==> src/rtl/bcmt_pkg.sv <==
// ---------------------------------------------------------------------------
// Biquad coefficient morph table package
// Shared constants, payload structs, state and command types.
// ---------------------------------------------------------------------------
`default_nettype none

package bcmt_pkg;

  localparam int MAX_FRAMES   = 8;
  localparam int MAX_SECTIONS = 8;
  localparam int COEFS        = 5;
  localparam int HEADER_BYTES = 16;
  localparam int HDR_USED     = 10;
  localparam int STORE_DEPTH  = MAX_FRAMES * MAX_SECTIONS * COEFS;
  localparam int ADDR_W       = $clog2(STORE_DEPTH);

  localparam logic [16:0] MORPH_ONE = 17'h10000;

  localparam logic [2:0] ST_OK          = 3'd0;
  localparam logic [2:0] ST_TOO_SHORT   = 3'd1;
  localparam logic [2:0] ST_BAD_MAGIC   = 3'd2;
  localparam logic [2:0] ST_BAD_VERSION = 3'd3;
  localparam logic [2:0] ST_BAD_COUNTS  = 3'd4;
  localparam logic [2:0] ST_NO_MODEL    = 3'd5;

  localparam logic OP_BYTE = 1'b0;

  typedef struct packed {
    logic        operation;
    logic [7:0]  image_byte;
    logic        image_end;
    logic [16:0] morph;
  } req_t;

  typedef struct packed {
    logic [2:0]         status;
    logic [15:0]        model_number;
    logic [7:0]         section_index;
    logic signed [31:0] coef_b0;
    logic signed [31:0] coef_b1;
    logic signed [31:0] coef_b2;
    logic signed [31:0] coef_a1;
    logic signed [31:0] coef_a2;
    logic               final_result;
  } rsp_t;

  typedef enum logic [2:0] {
    S_IDLE,
    S_LOAD,
    S_POS,
    S_BASE,
    S_READ,
    S_MUL,
    S_ACC,
    S_EMIT
  } state_t;

  typedef struct packed {
    logic load_byte;
    logic emit_load;
    logic emit_nomodel;
    logic q_start;
    logic q_pos;
    logic q_base;
    logic q_mul;
    logic q_acc;
    logic emit_sect;
  } cmd_t;

  typedef struct packed {
    logic out_busy;
    logic model_ok;
    logic last_coef;
    logic last_sec;
  } stat_t;

endpackage

`default_nettype wire

==> src/rtl/bcmt_ctrl.sv <==
// ---------------------------------------------------------------------------
// Biquad coefficient morph table controller
// Sequences image loading and the per-coefficient steps of a morph query.
// ---------------------------------------------------------------------------
`default_nettype none

module bcmt_ctrl (
  input  wire logic          clk,
  input  wire logic          rst,
  input  wire logic          req_valid,
  input  wire logic          req_op,
  input  wire logic          req_end,
  input  wire bcmt_pkg::stat_t st,
  output bcmt_pkg::cmd_t     cmd,
  output logic               req_stall
);

  bcmt_pkg::state_t state, state_next;
  logic accept;

  always_ff @(posedge clk) begin
    if (rst) begin
      state <= bcmt_pkg::S_IDLE;
    end else begin
      state <= state_next;
    end
  end

  always_comb begin
    req_stall  = !(state == bcmt_pkg::S_IDLE && !st.out_busy);
    accept     = req_valid && !req_stall;
    cmd        = '0;
    state_next = state;
    case (state)
      bcmt_pkg::S_IDLE: begin
        if (accept) begin
          if (req_op == bcmt_pkg::OP_BYTE) begin
            cmd.load_byte = 1'b1;
            if (req_end) state_next = bcmt_pkg::S_LOAD;
          end else if (!st.model_ok) begin
            cmd.emit_nomodel = 1'b1;
          end else begin
            cmd.q_start = 1'b1;
            state_next  = bcmt_pkg::S_POS;
          end
        end
      end
      bcmt_pkg::S_LOAD: begin
        cmd.emit_load = 1'b1;
        state_next    = bcmt_pkg::S_IDLE;
      end
      bcmt_pkg::S_POS: begin
        cmd.q_pos  = 1'b1;
        state_next = bcmt_pkg::S_BASE;
      end
      bcmt_pkg::S_BASE: begin
        cmd.q_base = 1'b1;
        state_next = bcmt_pkg::S_READ;
      end
      bcmt_pkg::S_READ: begin
        state_next = bcmt_pkg::S_MUL;
      end
      bcmt_pkg::S_MUL: begin
        cmd.q_mul  = 1'b1;
        state_next = bcmt_pkg::S_ACC;
      end
      bcmt_pkg::S_ACC: begin
        cmd.q_acc  = 1'b1;
        state_next = st.last_coef ? bcmt_pkg::S_EMIT : bcmt_pkg::S_READ;
      end
      bcmt_pkg::S_EMIT: begin
        if (!st.out_busy) begin
          cmd.emit_sect = 1'b1;
          state_next    = st.last_sec ? bcmt_pkg::S_IDLE : bcmt_pkg::S_READ;
        end
      end
      default: begin
        state_next = bcmt_pkg::S_IDLE;
      end
    endcase
  end

  a_end_loads: assert property (@(posedge clk) disable iff (rst)
    (accept && req_op == bcmt_pkg::OP_BYTE && req_end) |=> state == bcmt_pkg::S_LOAD)
    else $error("End beat did not lead to a load status.");
  a_emit_free: assert property (@(posedge clk) disable iff (rst)
    cmd.emit_sect |-> !st.out_busy)
    else $error("Section result issued over a pending result.");
  a_load_out: assert property (@(posedge clk) disable iff (rst)
    state == bcmt_pkg::S_LOAD |=> st.out_busy)
    else $error("Load status was not presented.");

endmodule

`default_nettype wire

==> config.mk <==
export PLATFORM = sky130hd
export DESIGN_NAME = bcmt_ctrl
export DESIGN_NICKNAME = d
export VERILOG_FILES = /design/src/rtl/bcmt_pkg.sv /design/src/rtl/bcmt_ctrl.sv
export SDC_FILE = /design/constraint.sdc
export NUM_CORES = 1
export LEC_CHECK = 0
export ABC_AREA = 1
export BUFFER_PORTS_ARGS = -buffer_cell sky130_fd_sc_hd__buf_2
export CAP_MARGIN = 10
export CORE_AREA = 3 3 40 42
export DETAILED_ROUTE_END_ITERATION = 8
export DIE_AREA = 0 0 43 45
export PLACE_DENSITY = 0.59
export SLEW_MARGIN = 40
export SYNTH_ARGS = -nofsm -noshare
export SYNTH_HDL_FRONTEND = slang
export SYNTH_SLANG_ARGS = --single-unit
==> constraint.sdc <==
create_clock -name clk -period 1.7 [get_ports clk]
set_input_delay 0.085 -clock clk [delete_from_list [all_inputs] [get_ports clk]]
set_output_delay 0.085 -clock clk [all_outputs]
set_load 0.005 [all_outputs]
## Word level (Yosys, flattened, before mapping)

Index checks and enable logic that the tools add are counted.

- Register bits after elaboration: 3
- Input port bits: 9
- Output and inout port bits: 10
- Logic and storage cells: 41

- Equal/unequal tests: 11
- Muxes and demuxes: 23
- Reductions and logical operators: 6

Operator list:

| kind | number |
|---|---|
| $pmux W3 S8 | 1 |
| $mux W3 | 6 |
| $eq A3 B3 Y1 const B | 4 |
| $mux W1 | 12 |
| $mux W2 | 4 |
| $eq A3 B2 Y1 const B | 2 |
| $ne A3 B3 Y1 const B | 2 |
| $ne A2 B2 Y1 const B | 2 |
| $reduce_and A4 Y1 | 1 |
| $eq A3 B1 Y1 const B | 1 |
| $logic_not A3 Y1 | 1 |
| $logic_and A1 B1 Y1 | 2 |
| $logic_not A1 Y1 | 2 |

## Longest topological paths before layout

Gate-level depths: netlist of run 1.

- Word-level depth: 5
- Depth in mapped cells: 7
- Mapped depth without buffers: 7

## Worst setup path before layout of run 1

OpenSTA, ideal clock, no wires.

- Path kind: register -> register
- Start: reg state[2]
- End: reg state[0]
- Setup time: 0.113 ns
- Arrival time: 0.931 ns
- Required time: 1.587 ns
- Path slack: 0.656 ns
- Cell stages (with the launch flop): 8
- Clock period less this slack: 1.044 ns
- Path through: dfxtp_1 buf_6 nor2_1 o211ai_2 nand3_2 nand2_1 nand2_1 nor2_1

- Longest elaborated chain between the ends: 5

RTL lines:

| what | line | text |
|---|---|---|
| from (decl) | bcmt_ctrl.sv:18 | `bcmt_pkg::state_t state, state_next;` |
| from (signal assigned) | bcmt_ctrl.sv:23 | `state <= bcmt_pkg::S_IDLE;` |
| from (signal assigned) | bcmt_ctrl.sv:25 | `state <= state_next;` |
| $logic_not A3 Y1 | bcmt_ctrl.sv:30, bcmt_ctrl.sv:34 |  |
| $logic_and A1 B1 Y1 | bcmt_ctrl.sv:30 | `req_stall = !(state == bcmt_pkg::S_IDLE && !st.out_busy);` |
| $logic_and A1 B1 Y1 | bcmt_ctrl.sv:31 | `accept = req_valid && !req_stall;` |
| $ne A2 B2 Y1 (no line) | n/a |  |
| $reduce_and A4 Y1 (no line) | n/a |  |

Several ways; a longest one is shown, not always the timed one.
A chain may end at the register's enable or synchronous reset.

==> metrics, run 1 <==
asr flop ratio synth 0; H-Tree Level Count 1; register area share after synthesis 0.194; total setup buffers inserted after CTS 0; Final Setup Violations 0; initial antenna violation count 0; CP Data Required Time 1.62 ns; I/O Buffers 18; largest registers state x3; Initial Utilization 0.241; most common cell in the synthesized netlist nor2_1; Die X ~43 um; Leak about 0.26 nW; crit path max fanout 11; max_cap viols 0; Largest Register state; mapped cell area 309 um2; largest net degree at the start of global routing 12; Least-Margin Pin Slew ~0.37 ns; setup TNS 0 ns; critical path, cell by cell nor3_4 > nand3_1 > nor3_1 > buf_2; worst hold start rst; final worst setup slack about 0.26 ns; total track usage 0.0840; min-delay worst type primary input to flip-flop; Slew HR 0.750; Worst-path clk slew 0.04 ns; PnR Total Power roughly 0.52 mW; share of layout cells above drive strength 1 0.347; Layout area overhead 40.1%; Fin Hold WS 0.0958 ns; syn_area_per_cell 5.72 um2; DPL Wire Length 633 um; worst vdd rail ir drop just over 0.6 mV; Max Slew Vio Count 0; Cells after Synth 54; Placer Congestion 0.768; WL final 764 um; Core Box Area around 1300 um2; worst hold endpoint state[2]; syn nets 63; CP top delay family simple AND/OR/NAND/NOR gates; top_reg_cell synth dfxtp_1; top cell type by total area after synthesis dfxtp_1; Post-Place Setup Slack 0.492 ns; DRT antenna net count 0; synthesized flop and latch total 3; synth warn 0; site row count 13; clock latency on the worst-skew pair roughly 0.23 ns; die height between 40 and 50 um; CP Data Arrival Time between 1 and 1.5 ns; Reg-to-Reg End state[0]; WL per Instance 8.49 um; slowest stage cell, crit path dfxtp_1; Die ar. ~1900 um2; Buf/Inv on CP 1; Hold Buf Count CTS 0; vias in the first global route 348; antenna cells 0; Setup Skew a little under 0.00005 ns; CTS buffer count 3; RSZ-0062 raised after global routing no; CTS Sinks 3; Largest register FFs 3; outcome finished clean; Layout Nets 85; R2R depth 6; Worst path max stage delay 0.41 ns; Synth top area share 0.194; global-route wire length before repair 1.26 mm; Period minus WS final ~1.4 ns; Post-synth top cells nor2_1 (15), nand2_1 (11), inv_1 (8), nand3_1 (4), nand4_1 (4); vias per std cell around 4.3; ranking of synthesized cells by area dfxtp_1 (19%), nor2_1 (18%), nand2_1 (13%), inv_1 (9.7%), nand4_1 (8.1%); Setup Crit Path Kind flip-flop to primary output; part of the cycle the worst path needs 0.847; worst-case clock buffer depth 2; synth unique cells 14; CTS tree built; r2r startpoint state[2]; Pre-Repair DR Iteration Count 3; nature of the critical path endpoint primary output; # DRC 0; Post-synth EDFFs 0; Cell Pwr Density 1200 nW/um2; global route total overflow 0; total number of vias around 380; post-CTS sizing 0; 1st-iter DRT viols 3; flop2flop setup slack 0.53 ns; Max Fclk slightly below 0.7 GHz; crit start category flip-flop; # IOs 19; final-report hold violation count 0; clock root buffer clkbuf_4; hold depth 4
## stage by stage
| stage | cells | instance area [um2] | util |
|---|---|---|---|
| after floorplan | 54 | 309 | - |
| after global placement | 86 | 407 | 0.316 |
| after detailed placement | 86 | 407 | 0.316 |
| after CTS | 90 | 433 | 0.337 |
| after global routing | 90 | 433 | 0.337 |
| final | 90 | 433 | 0.337 |
## worst max-delay path by stage
stage | startpoint | endpoint | cells past startpoint
final | state[2] | cmd[6] | 4
after global placement | state[2] | cmd[6] | 4
after detailed placement | state[2] | cmd[6] | 4
after global routing | state[2] | cmd[6] | 4
after floorplan | state[2] | state[0] | 7
after CTS | state[2] | cmd[6] | 4
## cell families (layout without fill, tap and decap cells)
kind of cell | after synthesis | after routing | synth area share
AO/OA/AOI/OAI | 2 | 2 | 0.0688
flip-flops | 3 | 3 | 0.194
buffers and inverters | 11 | 32 | 0.158
AND/OR/NAND/NOR | 38 | 38 | 0.579
## power breakdown
part | switching (mW) | internal [mW]
logic | 0.151 | 0.112
registers | 0.0438 | 0.0921
clock network | 0.0347 | 0.0878
total | 0.230 | 0.292
## worst min-delay path, cell delays in order
cell and delay (ns):
buf_2 0.07, inv_1 0.04, nand2_1 0.05, nor2_1 0.03
## cells in the final DEF, fill, tap and decap left out, drive strengths merged
cell type / n
o211ai: 1
nand2: 11
clkbuf: 4
dfxtp: 3
o21ai: 1
inv: 9
nor2: 15
nand4: 4
nor3: 3
clkinv: 1
buf: 18
nand3: 5
## metal layers
| metal | GRT usage | part of all wire |
|---|---|---|
| met1 | 0.106 | 0.48 |
| met4 | 0.0542 | 0 |
| met2 | 0.132 | 0.45 |
| met5 | 0 | 0 |
| met3 | 0.0159 | 0.068 |
## cell type report
type,instances,area (um2)
clock buffers,4,26.3
fillers,150,852
inverters,10,37.5
multi-input cells,40,200
flip-flops and latches,3,60.1
well taps,15,18.8
repair buffers,18,90.1
(Power assumes the default switching activity.)
==> run 2: changes to the inputs <==
--- a/config.mk
+++ b/config.mk
@@ -5,13 +5,13 @@
 export SDC_FILE = /design/constraint.sdc
 export NUM_CORES = 1
 export LEC_CHECK = 0
-export ABC_AREA = 1
+export ABC_AREA = 0
 export BUFFER_PORTS_ARGS = -buffer_cell sky130_fd_sc_hd__buf_2
 export CAP_MARGIN = 10
 export CORE_AREA = 3 3 40 42
 export DETAILED_ROUTE_END_ITERATION = 8
 export DIE_AREA = 0 0 43 45
-export PLACE_DENSITY = 0.59
+export PLACE_DENSITY = 0.56
 export SLEW_MARGIN = 40
 export SYNTH_ARGS = -nofsm -noshare
 export SYNTH_HDL_FRONTEND = slang
==> constraint.sdc (replaced) <==
create_clock -name clk -period 1.5 [get_ports clk]
set_input_delay 0.075 -clock clk [delete_from_list [all_inputs] [get_ports clk]]
set_output_delay 0.075 -clock clk [all_outputs]
set_load 0.005 [all_outputs]
==> run 2 against run 1 <==
Against the previous run: global-route usage increased by 0.26 points; setup slack got worse by 0.25 ns; synthesized area decreased by 11%; die area unchanged; power decreased by 33%; clock-buffer cell count unchanged; wire length decreased by 0.39%; clock skew increased by 0.0014 ns; register-to-register slack got worse by 0.17 ns; sequential power decreased by 34%; final area decreased by 1.4%; clock power increased by 15%; critical path type unchanged; largest cell class unchanged.
==> metrics, run 2 <==
global-route wire length before repair 1.26 mm; Period minus WS final ~1.5 ns; clock network fraction of total power 0.403; I/O Buffers 18; Logic pwr share 0.339; largest registers state x3; Post-synth EDFFs 0; PnR Total Power ~0.35 mW; DPL Wire Length 608 um; # IOs 19; top cell type by total area after synthesis dfxtp_1; fin cells 77; 1st-iter DRT viols 0; Cell Pwr Density 819 nW/um2; slowest stage cell, crit path or3_4; Placer Congestion 0.706; Largest Register state; CP top delay family simple AND/OR/NAND/NOR gates; total number of vias 338; Worst-path clk slew 0.04 ns; Pre-Repair DR Iteration Count 1; register area share after synthesis 0.218; Core Util, Final 0.332; synthesized flop and latch total 3; CTS buffer count 3; clock root buffer clkbuf_4; largest net degree at the start of global routing 13; Slew HR 0.859; Setup Skew 0.00148 ns; nature of the critical path endpoint primary output; Flop pwr share 0.258; global route total overflow 0; Die X around 43 um; asr flop ratio synth 0; total track usage 0.0866; Setup Crit Path Kind flip-flop to primary output; Buf/Inv on CP 1; CP Data Arrival Time 1.41 ns; critical path, cell by cell or3_4 > or2_4 > nor3b_2 > buf_2; syn nets between 40 and 50; crit path max fanout 2; H-Tree Level Count 1; WL final 761 um; Initial Utilization 0.214; Net Sw Frac 0.280; Layout area overhead 55.0%; synth warn 0; most common cell after layout, fill and taps aside buf_2; antenna cells 0; crit start category flip-flop; Post-synth top cells nor2_1 (7), a21oi_1 (4), dfxtp_1 (3), nand2_1 (3), nor3b_1 (3); worst vdd rail ir drop 0.332 mV; RSZ-0062 raised after global routing yes; Worst path depth 4; Max Slew Vio Count 0; Hold Buf Count CTS 0; CTS Sinks 3; initial antenna violation count 0; WL per Instance 9.88 um; Leak ~0.22 nW; synth unique cells 22; vias in the first global route 347; min-delay worst type primary input to flip-flop; outcome finished clean; Internal Power 0.251 mW; Final Setup Violations 0; Worst path max stage delay about 0.38 ns; Die ar. 1940 um2; clock latency on the worst-skew pair approximately 0.23 ns; mapped cell area 275 um2; ranking of synthesized cells by area dfxtp_1 (22%), nor2_1 (9.5%), nor3b_1 (8.2%), a21oi_1 (7.3%), nand4_1 (4.5%); die height 45 um; CTS tree built; syn_area_per_cell 7.06 um2; Layout Nets between 70 and 80; Least-Margin Pin Slew about 0.21 ns; DRT antenna net count 0; Synth top area share 0.218; site row count 13; most common cell in the synthesized netlist nor2_1; placed cell count 72; sw power 0.0980 mW; Largest register FFs 3; top_reg_cell synth dfxtp_1; CP Data Required Time 1.42 ns; vias per std cell about 4.4; # DRC 0; Cells after Synth 39; share of layout cells above drive strength 1 0.452; final-report hold violation count 0; part of the cycle the worst path needs 0.993; R2R depth 4; most frequent cells in the layout buf_2 (18), nor2_1 (7), a21oi_1 (4), buf_4 (4); hold depth 2; Max Fclk 0.671 GHz; worst-case clock buffer depth 2; Core Box Area 1280 um2; setup TNS 0 ns; max_cap viols 0; Fin Hold WS slightly above 0.06 ns
## run 2: changes by cell type in the layout (fill, tap and decap cells not counted), sizes merged, moves of 2 or more
cell,previous run,this run
a21oi,0,4
nor2,15,7
buf,18,22
nand2,11,3
inv,9,1
nor3,3,1
nand4,4,2
nor3b,0,4
nand3,5,0
## run 2: layout make-up
| class | instances | area, um2 |
|---|---|---|
| fill | 149 | 858 |
| multi-input combinational | 32 | 198 |
| timing repair buffer | 22 | 120 |
| sequential | 3 | 60.1 |
| clock buffer | 4 | 26.3 |
| tap | 15 | 18.8 |
| inverter | 1 | 3.75 |
## run 2: logic make-up (layout without fill, tap and decap cells)
family | Yosys count | count (layout) | share of synthesized area
simple gates | 24 | 24 | 0.532
buf+inv | 4 | 27 | 0.0636
flops | 3 | 3 | 0.218
mux | 1 | 1 | 0.0409
compound gates | 7 | 7 | 0.145
## run 2: final timing paths
kind / start / to / slack [ns]
max: state[1] / cmd[8] / 0.01
min: rst / state[1] / 0.06
max reg2reg: state[1] / state[0] / 0.36
min reg2reg: state[0] / state[1] / 0.67
## run 2: power groups by stage
stage | combinational [mW] | sequential, mW | clock, mW
6_report | 0.118 | 0.0903 | 0.141
5_1_grt | 0.133 | 0.0911 | 0.154
4_1_cts | 0.120 | 0.0903 | 0.151
3_5_place_dp | 0.111 | 0.0915 | 0
3_3_place_gp | 0.111 | 0.0914 | 0
2_1_floorplan | 0.0672 | 0.0919 | 0
## run 2: stage by stage
step	worst slack (ns)	instance area, um2
after floorplan	0.331	275
after global placement	0.235	393
after detailed placement	0.220	393
after CTS	-0.00916	427
after global routing	-0.0586	427
final	0.0106	427
## run 2: routing by layer
metal	vias up	track usage	part of all wire	wire [um]
met5	-	0	0	0
met4	0	0.0542	0	0
met3	0	0.0279	0.10	76
met2	13	0.165	0.49	376
met1	141	0.0795	0.40	307
li1	184	-	-	-
## run 2: worst reg2reg max path, cell delays in order (launching register included)
cell and delay [ns]:
dfxtp_1 0.30, or3_4 0.38, buf_4 0.14, a21oi_1 0.11, o32ai_1 0.09
## run 2: repair_timing
item	4_1_cts	5_1_grt
setup buffers	1	0
endpoints found under the setup margin	1	1
pin swaps	2	0
cloned	0	0
gates resized for setup	0	0
==> run 3: changes to the inputs <==
--- a/config.mk
+++ b/config.mk
@@ -5,13 +5,13 @@
 export SDC_FILE = /design/constraint.sdc
 export NUM_CORES = 1
 export LEC_CHECK = 0
-export ABC_AREA = 0
+export ABC_AREA = 1
 export BUFFER_PORTS_ARGS = -buffer_cell sky130_fd_sc_hd__buf_2
 export CAP_MARGIN = 10
 export CORE_AREA = 3 3 40 42
 export DETAILED_ROUTE_END_ITERATION = 8
 export DIE_AREA = 0 0 43 45
-export PLACE_DENSITY = 0.56
+export PLACE_DENSITY = 0.59
 export SLEW_MARGIN = 40
 export SYNTH_ARGS = -nofsm -noshare
 export SYNTH_HDL_FRONTEND = slang
==> run 3 against run 2 <==
Against the previous run: via count grew 15%; largest power group is now combinational logic; clock power is essentially flat; critical endpoint is now cmd[6]; power grew 77%; final area grew 3.2%; final cell count grew 18%; flip-flop and latch count is the same.
==> metrics, run 3 (synthesis results as in run 1) <==
r2r startpoint state[2]; total setup buffers inserted after CTS 0; Hold Buf Count CTS 0; R2R depth 6; initial antenna violation count 0; min-delay worst type primary input to flip-flop; worst-case clock buffer depth 2; CTS buffer count 3; crit path max fanout 11; largest net degree at the start of global routing 12; clock latency on the worst-skew pair between 0.2 and 0.25 ns; most frequent cells in the layout buf_2 (18), nor2_1 (15), nand2_1 (11); multi-input logic area 200 um2; global route total overflow 0; FILL cells 157; global-route wire length before repair 1.24 mm; total track usage 0.0841; Slew HR 0.746; outcome finished clean; Layout area overhead 42.5%; Worst Setup EP cmd[6]; Worst-path clk slew roughly 0.04 ns; DPL Wire Length 631 um; largest registers state x3; part of the cycle the worst path needs 0.879; Placer Congestion 0.768; Max Slew Vio Count 0; PnR Total Power 0.618 mW; die height 45 um; # DRC 0; Die ar. 1940 um2; I/O Buffers 18; vias per std cell 4.26; antenna cells 0; final-report hold violation count 0; Setup Skew approximately 0.0013 ns; nature of the critical path endpoint primary output; Layout Nets 86; most common cell after layout, fill and taps aside buf_2; Initial Utilization 0.241; RSZ-0062 raised after global routing no; Least-Margin Pin Slew 0.380 ns; Period minus WS final 1.32 ns; flop2flop setup slack 0.28 ns; Core Box Area around 1300 um2; crit start category flip-flop; Cell Pwr Density 1400 nW/um2; clock root buffer clkbuf_4; H-Tree Level Count 1; Final Setup Violations 0; WL final ~780 um; vias in the first global route 330; Largest Register state; CTS Sinks 3; Max Fclk 0.759 GHz; setup TNS 0 ns; total number of vias 388; # IOs 19; max_cap viols 0; Die X approximately 43 um; Reg-to-Reg End state[1]; CP Data Required Time 1.42 ns; DRT antenna net count 0; WL per Instance 8.56 um; Setup Crit Path Kind flip-flop to primary output; Critical path origin state[2]; share of layout cells above drive strength 1 0.355; site row count 13; Leak around 0.26 nW; CTS tree built; worst vdd rail ir drop around 0.62 mV; Pre-Repair DR Iteration Count 4; Largest register FFs 3; 1st-iter DRT viols 5; register area 60.1 um2; CP Data Arrival Time 1.24 ns; post-CTS sizing 0
-- run 3: area by class of cell --
cell class | count | area share
Sequential cell | 3 | 0.136
Multi-Input combinational cell | 40 | 0.455
Clock buffer | 4 | 0.0597
Timing Repair Buffer | 19 | 0.222
Inverter | 10 | 0.0852
Tap cell | 15 | 0.0426
-- run 3: how the worst min path moves through the flow --
stage	start	end	slack (ns)	depth (start not counted)
after detailed placement	rst	state[2]	0.33	4
after global placement	rst	state[2]	0.33	4
after floorplan	st[3]	cmd[0]	0.18	1
after CTS	rst	state[2]	0.08	4
final	rst	state[2]	0.09	4
after global routing	rst	state[2]	0.10	4
-- run 3: power breakdown --
| part | internal [mW] | switching [mW] |
|---|---|---|
| clock network | 0.0996 | 0.0409 |
| registers | 0.104 | 0.0494 |
| logic | 0.148 | 0.176 |
| total | 0.352 | 0.266 |
-- run 3: worst max-delay path, cell delays in order, from the launching register on --
cell and delay, ns:
dfxtp_1 0.41, nor3_4 0.18, nand3_1 0.14, nor3_1 0.14, buf_2 0.13
-- run 3: through the flow --
step / std cells / instance area [um2] / hold WS [ns] / worst slack, ns / utilization
2_1_floorplan: 54 / 309 / 0.181 / 0.456 / -
3_3_place_gp: 86 / 407 / 0.330 / 0.338 / 0.316
3_5_place_dp: 86 / 407 / 0.329 / 0.299 / 0.316
4_1_cts: 90 / 433 / 0.0849 / 0.0433 / 0.337
5_1_grt: 91 / 440 / 0.104 / 0.0248 / 0.343
6_report: 91 / 440 / 0.0890 / 0.182 / 0.343
-- run 3: layer usage --
layer / share of wire / GRT usage
met1: 0.46 / 0.104
met2: 0.46 / 0.126
met3: 0.073 / 0.0279
met4: 0 / 0.0542
met5: 0 / 0
